`src/rtl/assert_macros.svh`:
```
// Assertion macros used by the top level of the linked ring queue unit.
`ifndef ASSERT_MACROS_SVH
`define ASSERT_MACROS_SVH
`ifndef SYNTHESIS
// Same-cycle implication, checked outside reset.
`define LRQ_ASSERT_NOW(label, clk, rst_n, ante, cons) \
	label: assert property (@(posedge clk) disable iff (!rst_n) (ante) |-> (cons)) \
		else $error("assertion failed");
// Next-cycle implication, checked outside reset.
`define LRQ_ASSERT_NEXT(label, clk, rst_n, ante, cons) \
	label: assert property (@(posedge clk) disable iff (!rst_n) (ante) |=> (cons)) \
		else $error("assertion failed");
`else
`define LRQ_ASSERT_NOW(label, clk, rst_n, ante, cons)
`define LRQ_ASSERT_NEXT(label, clk, rst_n, ante, cons)
`endif
`endif

```
`src/rtl/lrq_pkg.sv`:
```
// Types, codes and semaphore helpers of the linked ring queue unit.
package lrq_pkg;

	localparam int ENTRY_W = 6;
	localparam int QID_W   = 3;
	localparam int COUNT_W = 8;

	typedef enum logic [1:0] {
		KIND_ENQ = 2'd0,
		KIND_DEQ = 2'd1,
		KIND_P   = 2'd2,
		KIND_V   = 2'd3
	} kind_t;

	localparam logic signed [COUNT_W-1:0] SEM_RESET = 8'sd1;
	localparam logic signed [COUNT_W-1:0] SEM_MIN   = 8'sh80;
	localparam logic signed [COUNT_W-1:0] SEM_MAX   = 8'sh7F;

	typedef struct packed {
		kind_t               kind;
		logic [QID_W-1:0]    queue_id;
		logic [ENTRY_W-1:0]  entry_id;
	} in_item_t;

	typedef struct packed {
		logic [ENTRY_W-1:0]         out_entry;
		logic                       out_valid;
		logic                       blocked;
		logic signed [COUNT_W-1:0]  count_after;
	} out_item_t;

	// One word of the per-queue memory.
	typedef struct packed {
		logic [ENTRY_W-1:0]         tail;
		logic signed [COUNT_W-1:0]  sem;
	} qword_t;

	typedef enum logic [5:0] {
		ST_IDLE = 6'b000001,
		ST_QRD  = 6'b000010,
		ST_LNK  = 6'b000100,
		ST_WR2  = 6'b001000,
		ST_DQ2  = 6'b010000,
		ST_DONE = 6'b100000
	} state_t;

	function automatic logic signed [COUNT_W-1:0] sem_dec(
		input logic signed [COUNT_W-1:0] s);
		return (s == SEM_MIN) ? s : s - 8'sd1;
	endfunction

	function automatic logic signed [COUNT_W-1:0] sem_inc(
		input logic signed [COUNT_W-1:0] s);
		return (s == SEM_MAX) ? s : s + 8'sd1;
	endfunction

endpackage

```
`src/rtl/lrq_in_if.sv`:
```
// Request channel of the linked ring queue unit.
interface lrq_in_if;
	import lrq_pkg::*;

	logic     valid;
	logic     ready;
	in_item_t data;

	modport source(output valid, output data, input ready);
	modport sink(input valid, input data, output ready);
endinterface

```
`src/rtl/lrq_out_if.sv`:
```
// Result channel of the linked ring queue unit.
interface lrq_out_if;
	import lrq_pkg::*;

	logic      valid;
	logic      ready;
	out_item_t data;

	modport source(output valid, output data, input ready);
	modport sink(input valid, input data, output ready);
endinterface

```
`src/rtl/linked_ring_queue_semaphore_unit.sv`:
```
// Linked ring queue manager with one counting semaphore per queue: top level.
// Requests are taken one at a time. After the per-queue word is read in ST_QRD, an
// item that needs no link read (enqueue into an empty queue, dequeue from an empty
// queue, a P that does not block, a V that wakes no one) goes straight to ST_DONE;
// a dequeue or wake that empties the queue passes ST_LNK, an enqueue or block into a
// non-empty queue passes ST_LNK and ST_WR2, and a dequeue that leaves entries behind
// passes ST_LNK and ST_DQ2. The path is set by the next-link memory: one read and
// one write per cycle, with a registered read, while a request may need a read of
// the tail's link, a read of the head's link and two link writes. The next request
// is accepted the cycle after the result is loaded into the output register, even
// if that beat has not yet been taken. Tails and semaphore counts live in a
// per-queue memory; a count that was never written reads as its reset value of one.
module linked_ring_queue_semaphore_unit #(
	parameter int NUM_QUEUES  = 8,
	parameter int NUM_ENTRIES = 64
) (
	input  logic      clk,
	input  logic      arst_n,
	lrq_in_if.sink    req,
	lrq_out_if.source rsp
);
	import lrq_pkg::*;

	localparam int QW = (NUM_QUEUES > 1) ? $clog2(NUM_QUEUES) : 1;
	localparam int EW = (NUM_ENTRIES > 1) ? $clog2(NUM_ENTRIES) : 1;
	localparam int QWORD_W = $bits(qword_t);

	state_t                      state_q;
	kind_t                       kind_q;
	logic [QID_W-1:0]            qid_q;
	logic [ENTRY_W-1:0]          ent_q;
	logic                        q_ok_q;
	logic                        e_ok_q;
	logic [ENTRY_W-1:0]          tail_q;
	logic                        enq_q;
	logic                        blk_q;
	logic                        got_valid_q;
	logic [ENTRY_W-1:0]          got_q;
	logic signed [COUNT_W-1:0]   sem_q;
	logic [NUM_QUEUES-1:0]       nonempty_q;
	logic [NUM_QUEUES-1:0]       qwr_q;
	out_item_t                   out_q;
	logic                        out_full_q;

	logic                        qram_we;
	qword_t                      qram_wdata;
	logic [QWORD_W-1:0]          qram_rdata;
	qword_t                      qw;
	logic                        lram_we;
	logic [EW-1:0]               lram_waddr;
	logic [ENTRY_W-1:0]          lram_wdata;
	logic [EW-1:0]               lram_raddr;
	logic [ENTRY_W-1:0]          lram_rdata;

	logic [QW-1:0]               qidx;
	logic signed [COUNT_W-1:0]   sem_old;
	logic signed [COUNT_W-1:0]   sem_new;
	logic                        want_enq;
	logic                        want_deq;
	logic                        load_out;
	logic                        accept;

	assign accept   = req.valid && req.ready;
	assign req.ready = (state_q == ST_IDLE);
	assign load_out = (state_q == ST_DONE) && (!out_full_q || rsp.ready);
	assign rsp.valid = out_full_q;
	assign rsp.data  = out_q;

	assign qidx = QW'(qid_q);
	assign qw   = qword_t'(qram_rdata);

	lrq_ram #(
		.WIDTH(QWORD_W),
		.DEPTH(NUM_QUEUES)
	) u_qram (
		.clk  (clk),
		.we   (qram_we),
		.waddr(qidx),
		.wdata(qram_wdata),
		.raddr(QW'(req.data.queue_id)),
		.rdata(qram_rdata)
	);

	lrq_ram #(
		.WIDTH(ENTRY_W),
		.DEPTH(NUM_ENTRIES)
	) u_lram (
		.clk  (clk),
		.we   (lram_we),
		.waddr(lram_waddr),
		.wdata(lram_wdata),
		.raddr(lram_raddr),
		.rdata(lram_rdata)
	);

	// Semaphore update and the ring operation it calls for.
	always_comb begin
		sem_old  = qwr_q[qidx] ? qw.sem : SEM_RESET;
		sem_new  = sem_old;
		want_enq = 1'b0;
		want_deq = 1'b0;
		case (kind_q)
			KIND_ENQ: begin
				want_enq = e_ok_q;
			end
			KIND_DEQ: begin
				want_deq = 1'b1;
			end
			KIND_P: begin
				if (e_ok_q) begin
					sem_new  = sem_dec(sem_old);
					want_enq = sem_new[COUNT_W-1];
				end
			end
			KIND_V: begin
				sem_new  = sem_inc(sem_old);
				want_deq = sem_new[COUNT_W-1] || (sem_new == '0);
			end
			default: begin
				want_enq = 1'b0;
			end
		endcase
	end

	// Memory port control.
	always_comb begin
		qram_we    = (state_q == ST_QRD) && q_ok_q;
		qram_wdata = '{tail: (want_enq ? ent_q : qw.tail), sem: sem_new};
		lram_we    = 1'b0;
		lram_waddr = EW'(tail_q);
		lram_wdata = ent_q;
		lram_raddr = EW'(tail_q);
		case (state_q)
			ST_QRD: begin
				lram_raddr = EW'(qw.tail);
				if (q_ok_q && want_enq && !nonempty_q[qidx]) begin
					lram_we    = 1'b1;
					lram_waddr = EW'(ent_q);
					lram_wdata = ent_q;
				end
			end
			ST_LNK: begin
				lram_raddr = EW'(lram_rdata);
				if (enq_q) begin
					lram_we    = 1'b1;
					lram_waddr = EW'(ent_q);
					lram_wdata = lram_rdata;
				end
			end
			ST_WR2: begin
				lram_we    = 1'b1;
				lram_waddr = EW'(tail_q);
				lram_wdata = ent_q;
			end
			ST_DQ2: begin
				lram_we    = 1'b1;
				lram_waddr = EW'(tail_q);
				lram_wdata = lram_rdata;
			end
			default: begin
				lram_we = 1'b0;
			end
		endcase
	end

	// Sequencer.
	always_ff @(posedge clk or negedge arst_n) begin
		if (!arst_n) begin
			state_q     <= ST_IDLE;
			nonempty_q  <= '0;
			qwr_q       <= '0;
			out_full_q  <= 1'b0;
			enq_q       <= 1'b0;
			blk_q       <= 1'b0;
			got_valid_q <= 1'b0;
		end else begin
			if (load_out) begin
				out_full_q <= 1'b1;
			end else if (rsp.ready) begin
				out_full_q <= 1'b0;
			end
			case (state_q)
				ST_IDLE: begin
					if (accept) begin
						got_valid_q <= 1'b0;
						blk_q       <= 1'b0;
						enq_q       <= 1'b0;
						state_q     <= ST_QRD;
					end
				end
				ST_QRD: begin
					state_q <= ST_DONE;
					if (q_ok_q) begin
						qwr_q[qidx] <= 1'b1;
						enq_q       <= want_enq;
						blk_q       <= want_enq && (kind_q == KIND_P);
						if (want_enq) begin
							if (nonempty_q[qidx]) begin
								state_q <= ST_LNK;
							end else begin
								nonempty_q[qidx] <= 1'b1;
							end
						end else if (want_deq && nonempty_q[qidx]) begin
							state_q <= ST_LNK;
						end
					end
				end
				ST_LNK: begin
					if (enq_q) begin
						state_q <= ST_WR2;
					end else begin
						got_valid_q <= 1'b1;
						// A head that is its own tail was the only entry.
						if (lram_rdata == tail_q) begin
							nonempty_q[qidx] <= 1'b0;
							state_q          <= ST_DONE;
						end else begin
							state_q <= ST_DQ2;
						end
					end
				end
				ST_WR2: begin
					state_q <= ST_DONE;
				end
				ST_DQ2: begin
					state_q <= ST_DONE;
				end
				ST_DONE: begin
					if (load_out) begin
						state_q <= ST_IDLE;
					end
				end
				default: begin
					state_q <= ST_IDLE;
				end
			endcase
		end
	end

	// Item and result payload registers.
	always_ff @(posedge clk) begin
		if (accept) begin
			kind_q <= req.data.kind;
			qid_q  <= req.data.queue_id;
			ent_q  <= req.data.entry_id;
			q_ok_q <= (32'(req.data.queue_id) < NUM_QUEUES);
			e_ok_q <= (32'(req.data.entry_id) < NUM_ENTRIES);
			sem_q  <= '0;
			got_q  <= '0;
		end
		if (state_q == ST_QRD) begin
			tail_q <= qw.tail;
			if (q_ok_q) begin
				sem_q <= sem_new;
			end
		end
		if (state_q == ST_LNK) begin
			got_q <= lram_rdata;
		end
		if (load_out) begin
			out_q.out_entry   <= got_valid_q ? got_q : '0;
			out_q.out_valid   <= got_valid_q;
			out_q.blocked     <= blk_q;
			out_q.count_after <= sem_q;
		end
	end

	`include "assert_macros.svh"

	`LRQ_ASSERT_NOW(a_blocked_negative, clk, arst_n, rsp.valid && rsp.data.blocked, rsp.data.count_after[COUNT_W-1])
	`LRQ_ASSERT_NOW(a_wake_xor_block, clk, arst_n, rsp.valid, !(rsp.data.out_valid && rsp.data.blocked))
	`LRQ_ASSERT_NOW(a_no_link_write_idle, clk, arst_n, lram_we, (state_q != ST_IDLE) && (state_q != ST_DONE))
	`LRQ_ASSERT_NEXT(a_load_from_done, clk, arst_n, load_out, out_full_q && (state_q == ST_IDLE))

endmodule

```
`src/rtl/lrq_ram.sv`:
```
// Generic single-write, single-read RAM with a registered read port.
module lrq_ram #(
	parameter int WIDTH = 8,
	parameter int DEPTH = 16
) (
	input  logic                                   clk,
	input  logic                                   we,
	input  logic [(DEPTH > 1 ? $clog2(DEPTH) : 1)-1:0] waddr,
	input  logic [WIDTH-1:0]                       wdata,
	input  logic [(DEPTH > 1 ? $clog2(DEPTH) : 1)-1:0] raddr,
	output logic [WIDTH-1:0]                       rdata
);
	logic [WIDTH-1:0] mem [DEPTH];

	always_ff @(posedge clk) begin
		if (we) begin
			mem[waddr] <= wdata;
		end
		rdata <= mem[raddr];
	end
endmodule
```
`src/flat_wrapper.sv`:
```
// flat-port wrapper written by rule: the top's interface ports become plain ports
module linked_ring_queue_semaphore_unit_flat import lrq_pkg::*;
#(
	parameter int NUM_QUEUES  = 8,
	parameter int NUM_ENTRIES = 64
)
  (clk, arst_n, req_valid, req_data, req_ready, rsp_valid, rsp_data, rsp_ready);
  lrq_in_if req_i ();
  lrq_out_if rsp_i ();
  input  logic clk;
  input  logic arst_n;
  input wire logic [$bits(req_i.valid)-1:0] req_valid;
  input wire logic [$bits(req_i.data)-1:0] req_data;
  output wire logic [$bits(req_i.ready)-1:0] req_ready;
  output wire logic [$bits(rsp_i.valid)-1:0] rsp_valid;
  output wire logic [$bits(rsp_i.data)-1:0] rsp_data;
  input wire logic [$bits(rsp_i.ready)-1:0] rsp_ready;
  assign req_i.valid = req_valid;
  assign req_i.data = req_data;
  assign req_ready = req_i.ready;
  assign rsp_valid = rsp_i.valid;
  assign rsp_data = rsp_i.data;
  assign rsp_i.ready = rsp_ready;
  linked_ring_queue_semaphore_unit #(.NUM_QUEUES(NUM_QUEUES), .NUM_ENTRIES(NUM_ENTRIES)) u_core (.clk(clk), .arst_n(arst_n), .req(req_i), .rsp(rsp_i));
endmodule
```
`config.mk`:
```
export PLATFORM = sky130hd
export DESIGN_NAME = linked_ring_queue_semaphore_unit_flat
export DESIGN_NICKNAME = d
export VERILOG_FILES = /design/src/rtl/lrq_pkg.sv /design/src/rtl/lrq_in_if.sv /design/src/rtl/lrq_out_if.sv /design/src/rtl/linked_ring_queue_semaphore_unit.sv /design/src/rtl/lrq_ram.sv /design/src/flat_wrapper.sv
export VERILOG_INCLUDE_DIRS = /design/src /design/src/rtl
export SDC_FILE = /design/constraint.sdc
export NUM_CORES = 1
export LEC_CHECK = 0
export BUFFER_PORTS_ARGS = -buffer_cell sky130_fd_sc_hd__buf_2
export CAP_MARGIN = 20
export CORE_MARGIN = 10
export CORE_UTILIZATION = 64
export DETAILED_ROUTE_END_ITERATION = 10
export HOLD_SLACK_MARGIN = 0.12
export PLACE_DENSITY = 0.81
export SLEW_MARGIN = 20
export SYNTH_ARGS = -nofsm -noshare
export SYNTH_HDL_FRONTEND = slang
export SYNTH_SLANG_ARGS = --single-unit
export TNS_END_PERCENT = 30
```
`constraint.sdc`:
```
create_clock -name clk -period 11.8 [get_ports clk]
set_clock_uncertainty 0.2 [all_clocks]
set_input_delay 1.77 -clock clk [delete_from_list [all_inputs] [get_ports clk]]
set_output_delay 1.77 -clock clk [all_outputs]
set_load 0.01 [all_outputs]
```
==> metrics.log <==
[metrics] status: completed
[metrics] global-route wire length before repair: 93500 um
[metrics] min cycle time layout: roughly 6000 ps
[metrics] total power draw: ~0.0055 W
[metrics] fraction of met1 tracks used by global routing: 0.359
[metrics] netlist area before placement: 0.0253 mm^2
[metrics] clock buffer count from CTS: 56
[metrics] Hold Path Origin: u_core.sem_q[1]
[metrics] Total Routing Usage GR: 0.255
[metrics] pin count of the biggest net entering global routing: between 100 and 150
[metrics] Worst R2R End: u_core.u_lram.mem[34][2]
[metrics] share of power burned in combinational logic: 0.209
[metrics] Yosys reg bits: between 500 and 600
[metrics] share of total power in sequential cells: 0.476
[metrics] total of warnings raised by yosys: 0
[metrics] DIE WIDTH: approximately 220 um
[metrics] layout overhead on the synthesized area: 9.01%
[metrics] Placeable Area: 0.0388 mm^2
[metrics] sum of negative setup slack: 0 ps
[metrics] reg-to-reg slack, setup: 5620 ps
[metrics] required time of the worst setup path: 11830 ps
[metrics] number of endpoints with negative hold slack in the final report: 0
[metrics] routed length per placed instance: 28.5 um
[metrics] buffers inserted by post-CTS timing repair: 0
[metrics] Tcrit/Tclk final: 0.523
[metrics] site row count: 72
[metrics] Async SR Flop Fraction: 0.0441
[metrics] Global Route met2 Usage: 0.372
[metrics] most frequent standard cell in the layout excluding fill and tap cells: sky130_fd_sc_hd__edfxtp_1
[metrics] number of antenna violations at the first check in global routing: 1
[metrics] layout cell share with drive strength beyond 1: 0.157
[metrics] total grt overflow: 0
[metrics] worst reg2reg startpoint: u_core.qid_q[0]
[metrics] initial cell density of the core: 0.651
[metrics] final wirelength: 61900 um
[metrics] number of global-route vias before repair: 15.3k
[metrics] detailed placer's ending HPWL: between 30000 and 40000 um
[metrics] setup repair after global routing missed its margin: false
[metrics] detailed-route via count: 16.1k
[metrics] end point of the most critical hold path: u_core.rsp.data[1]
[metrics] Hold/Removal Path Class: reg -> reg
[metrics] Max-slew headroom: 0.178
[metrics] Critical Path Max Stage Delay: 830 ps
[metrics] post-DR vias/cell: 7.42
[metrics] number of buffers added to fix hold violations after cts: 0
[metrics] maximum VDD drop: 0.000153 V
[metrics] Primary FF master, synth: sky130_fd_sc_hd__edfxtp_1
[metrics] data arrival time of the worst path: 6210 ps
[metrics] Post-synth EDFFs: 543
[metrics] number of pins with negative max-slew slack in the final report: 0
[metrics] gr busiest metal: met2
[metrics] Clk pwr share: 0.315
[metrics] maximum fanout along the worst path: 32
[metrics] CTS sink cnt: 589
[metrics] Worst R2R Path Depth: 11
[metrics] M3 GR Usage: 0.0711
[metrics] count of distinct cell types in the synthesized netlist: 80
[metrics] final standard cell count with taps included and fillers excluded: 2172
[metrics] final antenna diode count: 0
[metrics] net switching fraction of the power: 0.302
[metrics] type of element launching the critical path: flop
[metrics] Final #Nets: ~1.6k
[metrics] sort of element at the end of the critical path: flop
[metrics] total net switching power: 0.00165 W
[metrics] achievable frequency: 0.162 GHz
[metrics] area enclosed by the die boundary: 0.0479 mm^2
[metrics] count of input and output buffers: 32
[metrics] detailed-router iteration count before antenna repair: 6
[metrics] actual transition at the worst max-transition pin: 1200 ps
[metrics] Worst Hold Path Cells: 0
[metrics] detailed-route DRC error count: 0
[metrics] placed cell count: between 2k and 2.5k
[metrics] total of endpoints with negative setup slack in the final report: 0
[metrics] kind of cell with the highest combined delay on the critical path: multiplexers
[metrics] type of the setup path with the least slack: reg -> reg
[metrics] Reg clk slew, reported paths: ~60 ps
[metrics] worst-path cell with the longest stage delay: sky130_fd_sc_hd__nor3_1
[metrics] routability cong.: a little under 0.9
[metrics] proportion of synthesized chip area in sequential cells: 0.686
[metrics] total of cells resized after clock tree synthesis: 0
[metrics] Mean Syn Cell Area: around 15 um^2
[metrics] number of buffers on the longest clock path: 3
[metrics] htree depth: 2
[metrics] cell count after synthesis: 1648
[metrics] clock tree from TritonCTS: built
[metrics] clock insertion delay at the later pin of the skew report: 630 ps
[metrics] root cell of the clock tree: sky130_fd_sc_hd__clkbuf_16
[metrics] number of routed nets with antenna violations: 0
[metrics] number of nets in the synthesized netlist: 1665
[metrics] Critical Path, Cell by Cell: mux4_2 -> mux2i_1 -> nor2_1 -> ha_1 -> nand2b_1 -> o21ai_0 -> o311a_1 -> o2111ai_2 -> and2_1 -> mux2_2 -> nor3_1
[metrics] height of the chip: between 200 and 250 um
[metrics] maximum capacitance violations: 0
[metrics] most frequent cells in the layout: 543 x sky130_fd_sc_hd__edfxtp_1, 97 x sky130_fd_sc_hd__a211oi_1, 92 x sky130_fd_sc_hd__a2111oi_0
[metrics] reported leakage power: 8.82 nW
[metrics] io pins: 33
[metrics] internal power: 0.00381 W
[metrics] power density normalized to cell area: 198 mW/mm^2
[metrics] Layout fillers: 2297
[metrics] worst hold slack: 219 ps
[metrics] DRT iter0 DRCs: ~2.2k
[metrics] critical path buffer and inverter count: 0
-- how the worst max path moves through the flow --
| stage | from | end | slack [ps] | cells past startpoint |
|---|---|---|---|---|
| 4_1_cts | u_core.qid_q[0] | u_core.u_lram.mem[48][2] | 5700 | 11 |
| 6_report | u_core.qid_q[0] | u_core.u_lram.mem[34][2] | 5620 | 11 |
| 3_5_place_dp | u_core.qid_q[0] | u_core.u_lram.mem[48][4] | 5680 | 11 |
| 3_3_place_gp | u_core.qid_q[0] | u_core.u_lram.mem[48][4] | 5940 | 11 |
| 2_1_floorplan | u_core.qid_q[0] | u_core.u_lram.mem[23][0] | 7370 | 15 |
| 5_1_grt | u_core.qid_q[0] | u_core.u_lram.mem[48][2] | 5250 | 11 |
-- area by class of cell --
type	count	area, um^2	area share
Multi-Input combinational cell	891	7390	0.268
Clock buffer	79	1520	0.0551
Clock inverter	23	225	0.00817
Sequential cell	589	17400	0.630
Tap cell	518	648	0.0235
Timing Repair Buffer	56	365	0.0133
Inverter	16	60.1	0.00218
-- per-stage QoR --
step,utilization,setup WS [ps],area [um^2]
2_1_floorplan,-,7370,25300
3_3_place_gp,0.663,5940,25800
3_5_place_dp,0.664,5680,25800
4_1_cts,0.709,5700,27500
5_1_grt,0.710,5250,27600
6_report,0.710,5620,27600
-- cell usage after synthesis, types with 10 or more instances --
library cell	n	area, um^2
sky130_fd_sc_hd__a2111oi_0	96	841
sky130_fd_sc_hd__a211oi_1	97	728
sky130_fd_sc_hd__a21oi_1	23	115
sky130_fd_sc_hd__a31oi_1	11	68.8
sky130_fd_sc_hd__and2_1	16	100
sky130_fd_sc_hd__and3_1	10	62.6
sky130_fd_sc_hd__and4_1	51	447
sky130_fd_sc_hd__buf_1	14	52.6
sky130_fd_sc_hd__buf_2	43	215
sky130_fd_sc_hd__clkbuf_1	87	327
sky130_fd_sc_hd__dfrtp_1	25	626
sky130_fd_sc_hd__dfxtp_1	20	400
sky130_fd_sc_hd__edfxtp_1	543	16300
sky130_fd_sc_hd__inv_1	14	52.6
sky130_fd_sc_hd__mux2_2	52	586
sky130_fd_sc_hd__mux2i_1	56	561
sky130_fd_sc_hd__mux4_2	30	676
sky130_fd_sc_hd__nand2_1	30	113
sky130_fd_sc_hd__nand3_1	10	50.1
sky130_fd_sc_hd__nand4_1	74	463
sky130_fd_sc_hd__nor2_1	27	101
sky130_fd_sc_hd__nor2b_1	10	62.6
sky130_fd_sc_hd__nor3_1	79	395
sky130_fd_sc_hd__nor4bb_1	23	230
sky130_fd_sc_hd__o21ai_0	13	65.1
sky130_fd_sc_hd__o31ai_1	72	541
sky130_fd_sc_hd__or2_2	11	68.8
-- state kept, by name (all words and copies together), names as in the netlist, 2 cells and up, named ones only --
name and count:
u_core.got_q 6, u_core.u_lram.rdata 6, u_core.rsp.data 16, u_core.u_qram.rdata 14, u_core.state_q 6, u_core.ent_q 6, u_core.u_qram.mem 112, u_core.qid_q 3
u_core.u_lram.mem 384, u_core.sem_q 8, u_core.kind_q 2, u_core.tail_q 6, u_core.qwr_q 8
-- power groups by stage --
stage	Combinational, W	Clock, W	Sequential (W)
floorplan	0.000772	0	0.00259
global placement	0.00107	0	0.00263
detailed placement	0.00110	0	0.00264
CTS	0.00111	0.00173	0.00260
global route	0.00121	0.00182	0.00261
finish	0.00114	0.00172	0.00260
-- logic make-up after synthesis --
logic type,count (synthesis),synth area share
DFF,589,0.686
and+or+nand+nor,379,0.0957
AOI/OAI and AO/OA,357,0.110
buffers and inverters,168,0.0288
muxes,142,0.0741
xor gates and xnor gates,11,0.00381
adders and majority gates,2,0.000989
-- layer usage --
| metal | wire (um) | vias to the layer above |
|---|---|---|
| li1 | - | 6800 |
| met3 | 7870 | 163 |
| met5 | 11 | - |
| met4 | 2160 | 2 |
| met1 | 24200 | 7941 |
| met2 | 27600 | 1204 |
Power figures use the tool's default switching activity.
